## config.mk

```make
export PLATFORM = sky130hd
export DESIGN_NAME = decimating_fir_filter_unit_flat
export DESIGN_NICKNAME = d
export VERILOG_FILES = /design/src/rtl/dfir_pkg.sv /design/src/rtl/dfir_if.sv /design/src/rtl/decimating_fir_filter_unit.sv /design/src/rtl/dfir_ram.sv /design/src/rtl/dfir_front.sv /design/src/rtl/dfir_jobq.sv /design/src/rtl/dfir_mac.sv /design/src/flat_wrapper.sv
export SDC_FILE = /design/constraint.sdc
export NUM_CORES = 2
export LEC_CHECK = 0
export BUFFER_PORTS_ARGS = -buffer_cell sky130_fd_sc_hd__buf_4
export CAP_MARGIN = 10
export CORE_AREA = 2 2 466 930
export DETAILED_ROUTE_END_ITERATION = 10
export DIE_AREA = 0 0 468 932
export GPL_ROUTABILITY_DRIVEN = 0
export SYNTH_ARGS = -nofsm -noshare
export SYNTH_HDL_FRONTEND = slang
export SYNTH_HIERARCHICAL = 1
export SYNTH_SLANG_ARGS = --single-unit
```

## constraint.sdc

```tcl
create_clock -name clk -period 6.1 [get_ports clk]
set_input_delay 0.305 -clock clk [delete_from_list [all_inputs] [get_ports clk]]
set_output_delay 0.305 -clock clk [all_outputs]
set_load 0.05 [all_outputs]
```

## src/rtl/dfir_pkg.sv

```systemverilog
// ----------------------------------------------------------------------------
// dfir_pkg
// Shared constants, types and sizing helpers for the decimating FIR filter.
// ----------------------------------------------------------------------------
package dfir_pkg;

  localparam int SAMPLE_W = 16;
  localparam int COEF_W   = 16;
  localparam int CIDX_W   = 6;
  localparam int OUT_W    = 37;

  localparam int DEF_TAPS        = 64;
  localparam int DEF_DECIMATION  = 4;
  localparam int DEF_SAMPLE_BITS = 16;
  localparam int DEF_COEF_BITS   = 16;

  // job queue between front and MAC
  localparam int Q_DEPTH = 2;

  // widest ring pointer / fill count over the supported parameter range
  localparam int JOB_PTR_W = 9;
  localparam int JOB_CNT_W = 9;

  localparam logic ACT_SAMPLE = 1'b0;
  localparam logic ACT_COEF   = 1'b1;

  typedef struct packed {
    logic [JOB_PTR_W-1:0] newest;
    logic [JOB_CNT_W-1:0] avail;
    logic                 last;
  } dfir_job_t;

  typedef struct packed {
    logic q_full;
    logic q_empty;
    logic mac_busy;
  } dfir_fe_stat_t;

  function automatic int addr_w(input int n);
    return (n > 1) ? $clog2(n) : 1;
  endfunction

  function automatic int cnt_w(input int n);
    return $clog2(n + 1);
  endfunction

  // sample ring holds the taps plus every sample that may land while jobs wait
  function automatic int ring_aw(input int taps, input int dec);
    return $clog2(taps + (Q_DEPTH + 1) * dec);
  endfunction

endpackage

```

## src/rtl/dfir_if.sv

```systemverilog
// ----------------------------------------------------------------------------
// dfir_if
// Valid/ready channels of the decimating FIR filter: input and result.
// ----------------------------------------------------------------------------
interface dfir_in_if;
  import dfir_pkg::*;

  logic                      valid;
  logic                      ready;
  logic                      action;
  logic signed [SAMPLE_W-1:0] sample;
  logic                      sample_last;
  logic        [CIDX_W-1:0]  coef_index;
  logic signed [COEF_W-1:0]  coef_value;

  modport source (
    output valid, action, sample, sample_last, coef_index, coef_value,
    input  ready
  );

  modport sink (
    input  valid, action, sample, sample_last, coef_index, coef_value,
    output ready
  );
endinterface

interface dfir_out_if;
  import dfir_pkg::*;

  logic                    valid;
  logic                    ready;
  logic signed [OUT_W-1:0] filtered;
  logic                    result_last;

  modport source (
    output valid, filtered, result_last,
    input  ready
  );

  modport sink (
    input  valid, filtered, result_last,
    output ready
  );
endinterface

```

## src/rtl/decimating_fir_filter_unit.sv

```systemverilog
// ----------------------------------------------------------------------------
// decimating_fir_filter_unit
// Decimating FIR filter: coefficient/sample front, job queue, shared MAC.
// ----------------------------------------------------------------------------
//  channel   dir  handshake     payload
//  in_chan   in   valid/ready   action, sample, sample_last, coef_index, coef_value
//  out_chan  out  valid/ready   filtered, result_last
//
//  Samples transfer one per cycle while the job queue has room.
//  Each result is computed in the single shared multiplier, with one sample
//  ring read and one coefficient read per tap.
//  Coefficient writes transfer only when the queue is empty and the MAC idle.
//  Reset is immediate: coefficient valid bits and a fill count stand in for
//  zeroed storage, so no clearing pass runs.
// ----------------------------------------------------------------------------
module decimating_fir_filter_unit #(
  parameter int TAPS        = dfir_pkg::DEF_TAPS,
  parameter int DECIMATION  = dfir_pkg::DEF_DECIMATION,
  parameter int SAMPLE_BITS = dfir_pkg::DEF_SAMPLE_BITS,
  parameter int COEF_BITS   = dfir_pkg::DEF_COEF_BITS
) (
  input  logic        clk,
  input  logic        rst_n,
  dfir_in_if.sink     in_chan,
  dfir_out_if.source  out_chan
);
  import dfir_pkg::*;

  localparam int RING_AW    = ring_aw(TAPS, DECIMATION);
  localparam int RING_DEPTH = 2 ** RING_AW;
  localparam int TAP_AW     = addr_w(TAPS);

  dfir_fe_stat_t stat;
  dfir_job_t     push_job, pop_job;
  logic          push, pop, q_full, q_empty, mac_busy;

  logic                   ring_we;
  logic [RING_AW-1:0]     ring_waddr, ring_raddr;
  logic [SAMPLE_BITS-1:0] ring_wdata, ring_rdata;
  logic                   coef_we;
  logic [TAP_AW-1:0]      coef_waddr, coef_raddr;
  logic [COEF_BITS-1:0]   coef_wdata, coef_rdata;
  logic [TAPS-1:0]        tap_vld;

  assign stat.q_full   = q_full;
  assign stat.q_empty  = q_empty;
  assign stat.mac_busy = mac_busy;

  dfir_front #(
    .TAPS        (TAPS),
    .DECIMATION  (DECIMATION),
    .SAMPLE_BITS (SAMPLE_BITS),
    .COEF_BITS   (COEF_BITS)
  ) u_front (
    .clk        (clk),
    .rst_n      (rst_n),
    .in_chan    (in_chan),
    .stat       (stat),
    .push       (push),
    .push_job   (push_job),
    .ring_we    (ring_we),
    .ring_waddr (ring_waddr),
    .ring_wdata (ring_wdata),
    .coef_we    (coef_we),
    .coef_waddr (coef_waddr),
    .coef_wdata (coef_wdata),
    .tap_vld    (tap_vld)
  );

  dfir_jobq u_jobq (
    .clk      (clk),
    .rst_n    (rst_n),
    .push     (push),
    .push_job (push_job),
    .pop      (pop),
    .pop_job  (pop_job),
    .full     (q_full),
    .empty    (q_empty)
  );

  dfir_ram #(
    .WIDTH (SAMPLE_BITS),
    .DEPTH (RING_DEPTH)
  ) u_ring_ram (
    .clk   (clk),
    .we    (ring_we),
    .waddr (ring_waddr),
    .wdata (ring_wdata),
    .raddr (ring_raddr),
    .rdata (ring_rdata)
  );

  dfir_ram #(
    .WIDTH (COEF_BITS),
    .DEPTH (TAPS)
  ) u_coef_ram (
    .clk   (clk),
    .we    (coef_we),
    .waddr (coef_waddr),
    .wdata (coef_wdata),
    .raddr (coef_raddr),
    .rdata (coef_rdata)
  );

  dfir_mac #(
    .TAPS        (TAPS),
    .DECIMATION  (DECIMATION),
    .SAMPLE_BITS (SAMPLE_BITS),
    .COEF_BITS   (COEF_BITS)
  ) u_mac (
    .clk        (clk),
    .rst_n      (rst_n),
    .job_vld    (~q_empty),
    .job        (pop_job),
    .pop        (pop),
    .tap_vld    (tap_vld),
    .ring_raddr (ring_raddr),
    .ring_rdata (ring_rdata),
    .coef_raddr (coef_raddr),
    .coef_rdata (coef_rdata),
    .mac_busy   (mac_busy),
    .out_chan   (out_chan)
  );

endmodule

```

## src/rtl/dfir_ram.sv

```systemverilog
// ----------------------------------------------------------------------------
// dfir_ram
// Generic simple dual-port RAM: one write port, one read port, registered read.
// ----------------------------------------------------------------------------
module dfir_ram #(
  parameter int WIDTH = 16,
  parameter int DEPTH = 64
) (
  input  logic                                clk,
  input  logic                                we,
  input  logic [dfir_pkg::addr_w(DEPTH)-1:0]  waddr,
  input  logic [WIDTH-1:0]                    wdata,
  input  logic [dfir_pkg::addr_w(DEPTH)-1:0]  raddr,
  output logic [WIDTH-1:0]                    rdata
);
  import dfir_pkg::*;

  logic [WIDTH-1:0] mem_r [DEPTH];
  logic [WIDTH-1:0] rd_data_r;

  always_ff @(posedge clk) begin
    if (we) begin
      mem_r[waddr] <= wdata;
    end
    rd_data_r <= mem_r[raddr];
  end

  assign rdata = rd_data_r;

endmodule

```

## src/rtl/dfir_front.sv

```systemverilog
// ----------------------------------------------------------------------------
// dfir_front
// Input side: coefficient writes, sample ring writes, group counting, job push.
// ----------------------------------------------------------------------------
module dfir_front #(
  parameter int TAPS        = 64,
  parameter int DECIMATION  = 4,
  parameter int SAMPLE_BITS = 16,
  parameter int COEF_BITS   = 16
) (
  input  logic                                               clk,
  input  logic                                               rst_n,
  dfir_in_if.sink                                            in_chan,
  input  dfir_pkg::dfir_fe_stat_t                            stat,
  output logic                                               push,
  output dfir_pkg::dfir_job_t                                push_job,
  output logic                                               ring_we,
  output logic [dfir_pkg::ring_aw(TAPS, DECIMATION)-1:0]     ring_waddr,
  output logic [SAMPLE_BITS-1:0]                             ring_wdata,
  output logic                                               coef_we,
  output logic [dfir_pkg::addr_w(TAPS)-1:0]                  coef_waddr,
  output logic [COEF_BITS-1:0]                               coef_wdata,
  output logic [TAPS-1:0]                                    tap_vld
);
  import dfir_pkg::*;

  localparam int RING_AW = ring_aw(TAPS, DECIMATION);
  localparam int TAP_AW  = addr_w(TAPS);
  localparam int CNT_W   = cnt_w(TAPS);
  localparam int PH_W    = addr_w(DECIMATION);

  logic [RING_AW-1:0] wr_ptr_r, wr_ptr_nxt;
  logic [CNT_W-1:0]   fill_r, fill_nxt;
  logic [PH_W-1:0]    phase_r, phase_nxt;
  logic [TAPS-1:0]    tap_vld_r, tap_vld_nxt;

  logic is_coef;
  logic xfer;
  logic smp_xfer;
  logic coef_xfer;
  logic coef_in_range;
  logic grp_done;

  assign is_coef       = (in_chan.action == ACT_COEF);
  // coefficient writes wait until no result is in flight
  assign in_chan.ready = is_coef ? (stat.q_empty & ~stat.mac_busy) : ~stat.q_full;
  assign xfer          = in_chan.valid & in_chan.ready;
  assign smp_xfer      = xfer & ~is_coef;
  assign coef_xfer     = xfer & is_coef;
  assign coef_in_range = (32'(in_chan.coef_index) < TAPS);
  assign grp_done      = (phase_r == PH_W'(DECIMATION - 1));

  always_comb begin
    wr_ptr_nxt  = wr_ptr_r;
    fill_nxt    = fill_r;
    phase_nxt   = phase_r;
    tap_vld_nxt = tap_vld_r;
    if (smp_xfer) begin
      wr_ptr_nxt = wr_ptr_r + RING_AW'(1);
      fill_nxt   = (fill_r == CNT_W'(TAPS)) ? fill_r : fill_r + CNT_W'(1);
      phase_nxt  = grp_done ? '0 : phase_r + PH_W'(1);
    end
    if (coef_we) begin
      tap_vld_nxt[coef_waddr] = 1'b1;
    end
  end

  always_ff @(posedge clk) begin
    if (!rst_n) begin
      wr_ptr_r  <= '0;
      fill_r    <= '0;
      phase_r   <= '0;
      tap_vld_r <= '0;
    end else begin
      wr_ptr_r  <= wr_ptr_nxt;
      fill_r    <= fill_nxt;
      phase_r   <= phase_nxt;
      tap_vld_r <= tap_vld_nxt;
    end
  end

  assign ring_we    = smp_xfer;
  assign ring_waddr = wr_ptr_nxt;
  assign ring_wdata = SAMPLE_BITS'($unsigned(in_chan.sample));

  assign coef_we    = coef_xfer & coef_in_range;
  assign coef_waddr = TAP_AW'(in_chan.coef_index);
  assign coef_wdata = COEF_BITS'($unsigned(in_chan.coef_value));

  assign tap_vld    = tap_vld_r;

  assign push            = smp_xfer & grp_done;
  assign push_job.newest = JOB_PTR_W'(wr_ptr_nxt);
  assign push_job.avail  = JOB_CNT_W'(fill_nxt);
  assign push_job.last   = in_chan.sample_last;

endmodule

```

## src/rtl/dfir_jobq.sv

```systemverilog
// ----------------------------------------------------------------------------
// dfir_jobq
// Short job queue between the front and the MAC.
// ----------------------------------------------------------------------------
module dfir_jobq (
  input  logic                clk,
  input  logic                rst_n,
  input  logic                push,
  input  dfir_pkg::dfir_job_t push_job,
  input  logic                pop,
  output dfir_pkg::dfir_job_t pop_job,
  output logic                full,
  output logic                empty
);
  import dfir_pkg::*;

  localparam int QAW = addr_w(Q_DEPTH);
  localparam int QCW = cnt_w(Q_DEPTH);

  dfir_job_t        job_q_r [Q_DEPTH];
  logic [QAW-1:0]   head_r, tail_r;
  logic [QCW-1:0]   count_r, count_nxt;

  always_comb begin
    count_nxt = count_r;
    if (push && !pop) begin
      count_nxt = count_r + QCW'(1);
    end else if (pop && !push) begin
      count_nxt = count_r - QCW'(1);
    end
  end

  always_ff @(posedge clk) begin
    if (!rst_n) begin
      head_r  <= '0;
      tail_r  <= '0;
      count_r <= '0;
    end else begin
      count_r <= count_nxt;
      if (push) begin
        tail_r <= (tail_r == QAW'(Q_DEPTH - 1)) ? '0 : tail_r + QAW'(1);
      end
      if (pop) begin
        head_r <= (head_r == QAW'(Q_DEPTH - 1)) ? '0 : head_r + QAW'(1);
      end
    end
  end

  always_ff @(posedge clk) begin
    if (push) begin
      job_q_r[tail_r] <= push_job;
    end
  end

  assign pop_job = job_q_r[head_r];
  assign full    = (count_r == QCW'(Q_DEPTH));
  assign empty   = (count_r == '0);

endmodule

```

## src/rtl/dfir_mac.sv

```systemverilog
// ----------------------------------------------------------------------------
// dfir_mac
// Back end: one shared multiply-accumulate walks the taps of a job, then
// clamps the sum into the result register.
// ----------------------------------------------------------------------------
module dfir_mac #(
  parameter int TAPS        = 64,
  parameter int DECIMATION  = 4,
  parameter int SAMPLE_BITS = 16,
  parameter int COEF_BITS   = 16
) (
  input  logic                                           clk,
  input  logic                                           rst_n,
  input  logic                                           job_vld,
  input  dfir_pkg::dfir_job_t                            job,
  output logic                                           pop,
  input  logic [TAPS-1:0]                                tap_vld,
  output logic [dfir_pkg::ring_aw(TAPS, DECIMATION)-1:0] ring_raddr,
  input  logic [SAMPLE_BITS-1:0]                         ring_rdata,
  output logic [dfir_pkg::addr_w(TAPS)-1:0]              coef_raddr,
  input  logic [COEF_BITS-1:0]                           coef_rdata,
  output logic                                           mac_busy,
  dfir_out_if.source                                     out_chan
);
  import dfir_pkg::*;

  localparam int RING_AW  = ring_aw(TAPS, DECIMATION);
  localparam int TAP_AW   = addr_w(TAPS);
  localparam int CNT_W    = cnt_w(TAPS);
  localparam int PROD_W   = SAMPLE_BITS + COEF_BITS;
  localparam int ACC_FULL = PROD_W + CNT_W + 1;
  localparam int SUM_W    = (ACC_FULL > 64) ? 64 : ACC_FULL;
  localparam int EXT_W    = (SUM_W > OUT_W) ? SUM_W : OUT_W;

  typedef enum logic [2:0] {
    ST_IDLE  = 3'b001,
    ST_RUN   = 3'b010,
    ST_DRAIN = 3'b100
  } mac_state_t;

  mac_state_t state_r, state_nxt;

  logic [CNT_W-1:0]   k_r, k_nxt;
  logic [RING_AW-1:0] newest_r;
  logic [CNT_W-1:0]   avail_r;
  logic               last_r;

  logic p1_vld_r, p1_end_r, p1_use_r;
  logic p2_vld_r, p2_end_r;

  logic signed [PROD_W-1:0] prod_r, prod_nxt;
  logic signed [SUM_W-1:0]  acc_r, acc_sum;
  logic signed [EXT_W-1:0]  acc_ext;
  logic [EXT_W-OUT_W:0]     hi_bits;
  logic [OUT_W-1:0]         sat;

  logic             out_vld_r;
  logic [OUT_W-1:0] out_data_r;
  logic             out_last_r;

  logic start, issue, last_iss, use_tap;

  assign start    = (state_r == ST_IDLE) & job_vld & (~out_vld_r | out_chan.ready);
  assign issue    = (state_r == ST_RUN);
  assign last_iss = (k_r == CNT_W'(TAPS - 1));
  assign use_tap  = (k_r < avail_r) & tap_vld[TAP_AW'(k_r)];
  assign pop      = start;
  assign mac_busy = (state_r != ST_IDLE);

  assign ring_raddr = newest_r - RING_AW'(k_r);
  assign coef_raddr = TAP_AW'(k_r);

  always_comb begin
    state_nxt = state_r;
    k_nxt     = k_r;
    case (state_r)
      ST_IDLE: begin
        if (start) begin
          state_nxt = ST_RUN;
          k_nxt     = '0;
        end
      end
      ST_RUN: begin
        k_nxt = k_r + CNT_W'(1);
        if (last_iss) begin
          state_nxt = ST_DRAIN;
        end
      end
      ST_DRAIN: begin
        if (p2_end_r) begin
          state_nxt = ST_IDLE;
        end
      end
      default: begin
        state_nxt = ST_IDLE;
      end
    endcase
  end

  always_comb begin
    prod_nxt = '0;
    if (p1_use_r) begin
      prod_nxt = $signed(ring_rdata) * $signed(coef_rdata);
    end
  end

  // sum wraps at SUM_W bits (at most 64), then clamps to the result range
  assign acc_sum = acc_r + SUM_W'(prod_r);
  assign acc_ext = EXT_W'(acc_sum);
  assign hi_bits = acc_ext[EXT_W-1:OUT_W-1];

  always_comb begin
    if ((&hi_bits) || !(|hi_bits)) begin
      sat = acc_ext[OUT_W-1:0];
    end else if (acc_ext[EXT_W-1]) begin
      sat = {1'b1, {(OUT_W-1){1'b0}}};
    end else begin
      sat = {1'b0, {(OUT_W-1){1'b1}}};
    end
  end

  always_ff @(posedge clk) begin
    if (!rst_n) begin
      state_r   <= ST_IDLE;
      k_r       <= '0;
      p1_vld_r  <= 1'b0;
      p1_end_r  <= 1'b0;
      p2_vld_r  <= 1'b0;
      p2_end_r  <= 1'b0;
      out_vld_r <= 1'b0;
    end else begin
      state_r  <= state_nxt;
      k_r      <= k_nxt;
      p1_vld_r <= issue;
      p1_end_r <= issue & last_iss;
      p2_vld_r <= p1_vld_r;
      p2_end_r <= p1_end_r;
      if (p2_end_r) begin
        out_vld_r <= 1'b1;
      end else if (out_chan.ready) begin
        out_vld_r <= 1'b0;
      end
    end
  end

  always_ff @(posedge clk) begin
    if (start) begin
      newest_r <= RING_AW'(job.newest);
      avail_r  <= CNT_W'(job.avail);
      last_r   <= job.last;
    end
    p1_use_r <= use_tap;
    prod_r   <= prod_nxt;
    if (start) begin
      acc_r <= '0;
    end else if (p2_vld_r) begin
      acc_r <= acc_sum;
    end
    if (p2_end_r) begin
      out_data_r <= sat;
      out_last_r <= last_r;
    end
  end

  assign out_chan.valid       = out_vld_r;
  assign out_chan.filtered    = out_data_r;
  assign out_chan.result_last = out_last_r;

`ifndef SYNTH
  a_out_free_while_busy: assert property (@(posedge clk) disable iff (!rst_n)
    (state_r != ST_IDLE) |-> !out_vld_r)
    else $error("result register occupied while a job runs");

  a_end_in_drain: assert property (@(posedge clk) disable iff (!rst_n)
    p2_end_r |-> (state_r == ST_DRAIN))
    else $error("final product outside drain");

  a_start_runs: assert property (@(posedge clk) disable iff (!rst_n)
    start |=> (state_r == ST_RUN) && (k_r == '0))
    else $error("job start did not begin at tap zero");
`endif

endmodule
```

## src/flat_wrapper.sv

```systemverilog
// flat-port wrapper written by rule: the top's interface ports become plain ports
module decimating_fir_filter_unit_flat import dfir_pkg::*;
#(
  parameter int TAPS        = dfir_pkg::DEF_TAPS,
  parameter int DECIMATION  = dfir_pkg::DEF_DECIMATION,
  parameter int SAMPLE_BITS = dfir_pkg::DEF_SAMPLE_BITS,
  parameter int COEF_BITS   = dfir_pkg::DEF_COEF_BITS
)
  (clk, rst_n, in_chan_valid, in_chan_action, in_chan_sample, in_chan_sample_last, in_chan_coef_index, in_chan_coef_value, in_chan_ready, out_chan_valid, out_chan_filtered, out_chan_result_last, out_chan_ready);
  dfir_in_if in_chan_i ();
  dfir_out_if out_chan_i ();
  input  logic clk;
  input  logic rst_n;
  input wire logic [$bits(in_chan_i.valid)-1:0] in_chan_valid;
  input wire logic [$bits(in_chan_i.action)-1:0] in_chan_action;
  input wire logic [$bits(in_chan_i.sample)-1:0] in_chan_sample;
  input wire logic [$bits(in_chan_i.sample_last)-1:0] in_chan_sample_last;
  input wire logic [$bits(in_chan_i.coef_index)-1:0] in_chan_coef_index;
  input wire logic [$bits(in_chan_i.coef_value)-1:0] in_chan_coef_value;
  output wire logic [$bits(in_chan_i.ready)-1:0] in_chan_ready;
  output wire logic [$bits(out_chan_i.valid)-1:0] out_chan_valid;
  output wire logic [$bits(out_chan_i.filtered)-1:0] out_chan_filtered;
  output wire logic [$bits(out_chan_i.result_last)-1:0] out_chan_result_last;
  input wire logic [$bits(out_chan_i.ready)-1:0] out_chan_ready;
  assign in_chan_i.valid = in_chan_valid;
  assign in_chan_i.action = in_chan_action;
  assign in_chan_i.sample = in_chan_sample;
  assign in_chan_i.sample_last = in_chan_sample_last;
  assign in_chan_i.coef_index = in_chan_coef_index;
  assign in_chan_i.coef_value = in_chan_coef_value;
  assign in_chan_ready = in_chan_i.ready;
  assign out_chan_valid = out_chan_i.valid;
  assign out_chan_filtered = out_chan_i.filtered;
  assign out_chan_result_last = out_chan_i.result_last;
  assign out_chan_i.ready = out_chan_ready;
  decimating_fir_filter_unit #(.TAPS(TAPS), .DECIMATION(DECIMATION), .SAMPLE_BITS(SAMPLE_BITS), .COEF_BITS(COEF_BITS)) u_core (.clk(clk), .rst_n(rst_n), .in_chan(in_chan_i), .out_chan(out_chan_i));
endmodule
```

==> impl_metrics.json <==
{
  "status": "complete, but fails checks",
  "violations": "negative hold slack",
  "track_usage": 0.163,
  "synthToLayoutAreaGrowth_pct": 13.8,
  "place_inst": 12900,
  "final_cell_count_no_fill": 13500,
  "cp_max_fo": 5,
  "worstMarginPinSlew_ps": 1240,
  "worstPathArrival_ps": 6760,
  "endpoint_kind": "flop",
  "synth_nets": 7635,
  "ant_nets": 0,
  "whs_ps": -9.06,
  "dp_hpwl_mm": 241,
  "dieHeight_um": 932,
  "design.core.area_sq_mm": 0.429,
  "cts_buffers": 289,
  "die_w_um": 468,
  "drtIter0Drc": 5815,
  "num_rows": 340,
  "start_util": 0.328,
  "h-tree-depth": 5,
  "grt_pass1_wl_mm": 520,
  "utilization": 0.374,
  "cts_tree": "built",
  "post-place-ws_ps": -440,
  "syn_area_sq_mm": 0.141,
  "first_pass_iters": 6,
  "rsz0062_at_grt": "true",
  "cts_sinks": 3360,
  "grt_pass1_vias": 73600,
  "r2r-end": "u_core/u_mac/prod_r[31]",
  "worst_skew_pair.late_latency_ps": 930,
  "antenna_found_initial": 33,
  "r2r_slack_ps": 70,
  "reg2reg_depth": 24,
  "r2r_start": "u_core/u_ring_ram/rdata[11]",
  "vias": 69300,
  "skew_ps": 80.5,
  "fmax_mhz": 166,
  "worstPathRequired_ps": 6830,
  "met2_wirelength_mm": 204,
  "ios": 84,
  "clockRootBuffer": "clkbuf_16",
  "period_share": 0.989,
  "io_buffers": 83,
  "grt_max_degree": 120,
  "finalSetupViolations": 0,
  "maxSlewHeadroom": 0.168,
  "wl_met3_mm": 14.7,
  "cap_violations": 0,
  "crit_start": "u_core/u_ring_ram/rdata[11]",
  "drt-total-wl_mm": 361,
  "setup_tns_ps": 0,
  "m1WireLength_mm": 120,
  "hold_class": "primary input to flop",
  "crit_type": "flop to flop",
  "wl_per_cell_um": 26.7,
  "endpoint": "u_core/u_mac/prod_r[31]",
  "period_minus_slack_ps": 6030,
  "top_layer": "met5",
  "overflow": 0,
  "critPathLaunchType": "flop",
  "via_per_inst": 5.13,
  "finalHoldViolCount": 2,
  "synth_area_per_cell_sq_um": 19.6,
  "cts_buffer_depth": 4,
  "fillers": 38800,
  "synth_cells": 7188,
  "setup_ws_ps": 68.5,
  "yosys_warnings": 6,
  "final_nets": 8019,
  "slew_viol_final": 0,
  "dieArea_sq_mm": 0.436,
  "drc_errors": 0,
  "path_clk_slew_ps": 70,
  "drive_above_1_share": 0.268
}
worst min-delay path by stage:
stage | from | cells after the start | to
2_1_floorplan | u_core/u_mac/last_r | 0 | u_core/u_mac/out_chan.result_last
3_3_place_gp | u_core/u_mac/last_r | 0 | u_core/u_mac/out_chan.result_last
3_5_place_dp | u_core/u_mac/last_r | 0 | u_core/u_mac/out_chan.result_last
4_1_cts | in_chan_coef_value[14] | 1 | u_core/u_coef_ram/mem_r[15][14]
5_1_grt | in_chan_coef_value[14] | 1 | u_core/u_coef_ram/mem_r[15][14]
6_report | in_chan_coef_value[14] | 1 | u_core/u_coef_ram/mem_r[15][14]
cell type report:
cell class              instances  area (sq um)  share of cell area
well taps                    5643          7060              0.0440
repair buffers                501          4280              0.0267
clock buffers                 338          7640              0.0476
clock inverters               177          1980              0.0123
inverters                     333          1260             0.00789
multi-input cells            3087         39000               0.243
flip-flops and latches       3360         98900               0.617
diodes                         68           170             0.00106
registers in the layout (all words and copies together) (netlist names), 3 cells and up, named ones only:
register                        cells
u_core/u_ring_ram/rdata            16
u_core/u_mac/k_r                    7
u_core/u_mac/acc_r                 40
u_core/u_front/tap_vld             64
u_core/u_mac/out_chan.filtered     37
u_core/u_front/wr_ptr_r             7
u_core/u_ring_ram/mem_r          2048
u_core/u_front/fill_r               7
u_core/u_coef_ram/mem_r          1024
u_core/u_coef_ram/rdata            16
u_core/u_mac/newest_r               7
u_core/u_mac/avail_r                7
u_core/u_jobq/job_q_r              30
u_core/u_mac/prod_r                32
u_core/u_mac/state_r                3
worst max-delay path, cell delays in order (launching register included):
cell and delay (ps):
dfxtp_2 330, buf_6 130, buf_4 140, and2_4 130, fa_1 470, inv_1 50, fa_1 470, fa_2 560
inv_2 40, fa_2 410, fa_1 570, inv_2 40, fa_1 510, inv_2 50, ha_4 210, a21o_1 190
a21o_1 190, a21oi_2 160, o21ai_1 80, a31o_2 240, a41o_1 210, o41ai_2 280, o21ai_1 150, xnor2_1 220
nor2_1 70
layer usage:
metal  up-vias  GRT usage
met3       681     0.0176
met2      2065      0.313
met4        16     0.0894
met5         -          0
li1      29200          -
met1     37300      0.169
metrics by stage:
step	hold slack [ps]	instance area, sq um
4_1_cts	2.33	160000
5_1_grt	25.4	160000
3_3_place_gp	419	150000
6_report	-9.06	160000
3_5_place_dp	413	150000
2_1_floorplan	400	141000
cells in the final DEF, fill, tap and decap left out, drive strengths merged, types with 125 or more instances in the layout:
cell       n
fa       264
ha       139
nand2    306
nor2     297
clkbuf   339
inv      346
a21oi    125
buf      471
edfxtp  3155
mux4     917
dfxtp    205
and2     162
what timing repair did:
action / CTS / global route
hold buffers: 29 / 0
setup endpoints to repair: 8 / 9
endpoints found under the hold margin: 884 / 0
buffers inserted: 6 / 7
pin swaps: 54 / 64
resized for setup: 68 / 65
cloned: 0 / 1
Power is left out: the tool's default activity adds up to more than one toggle a clock period on the data nets, which glitch-free logic cannot reach.
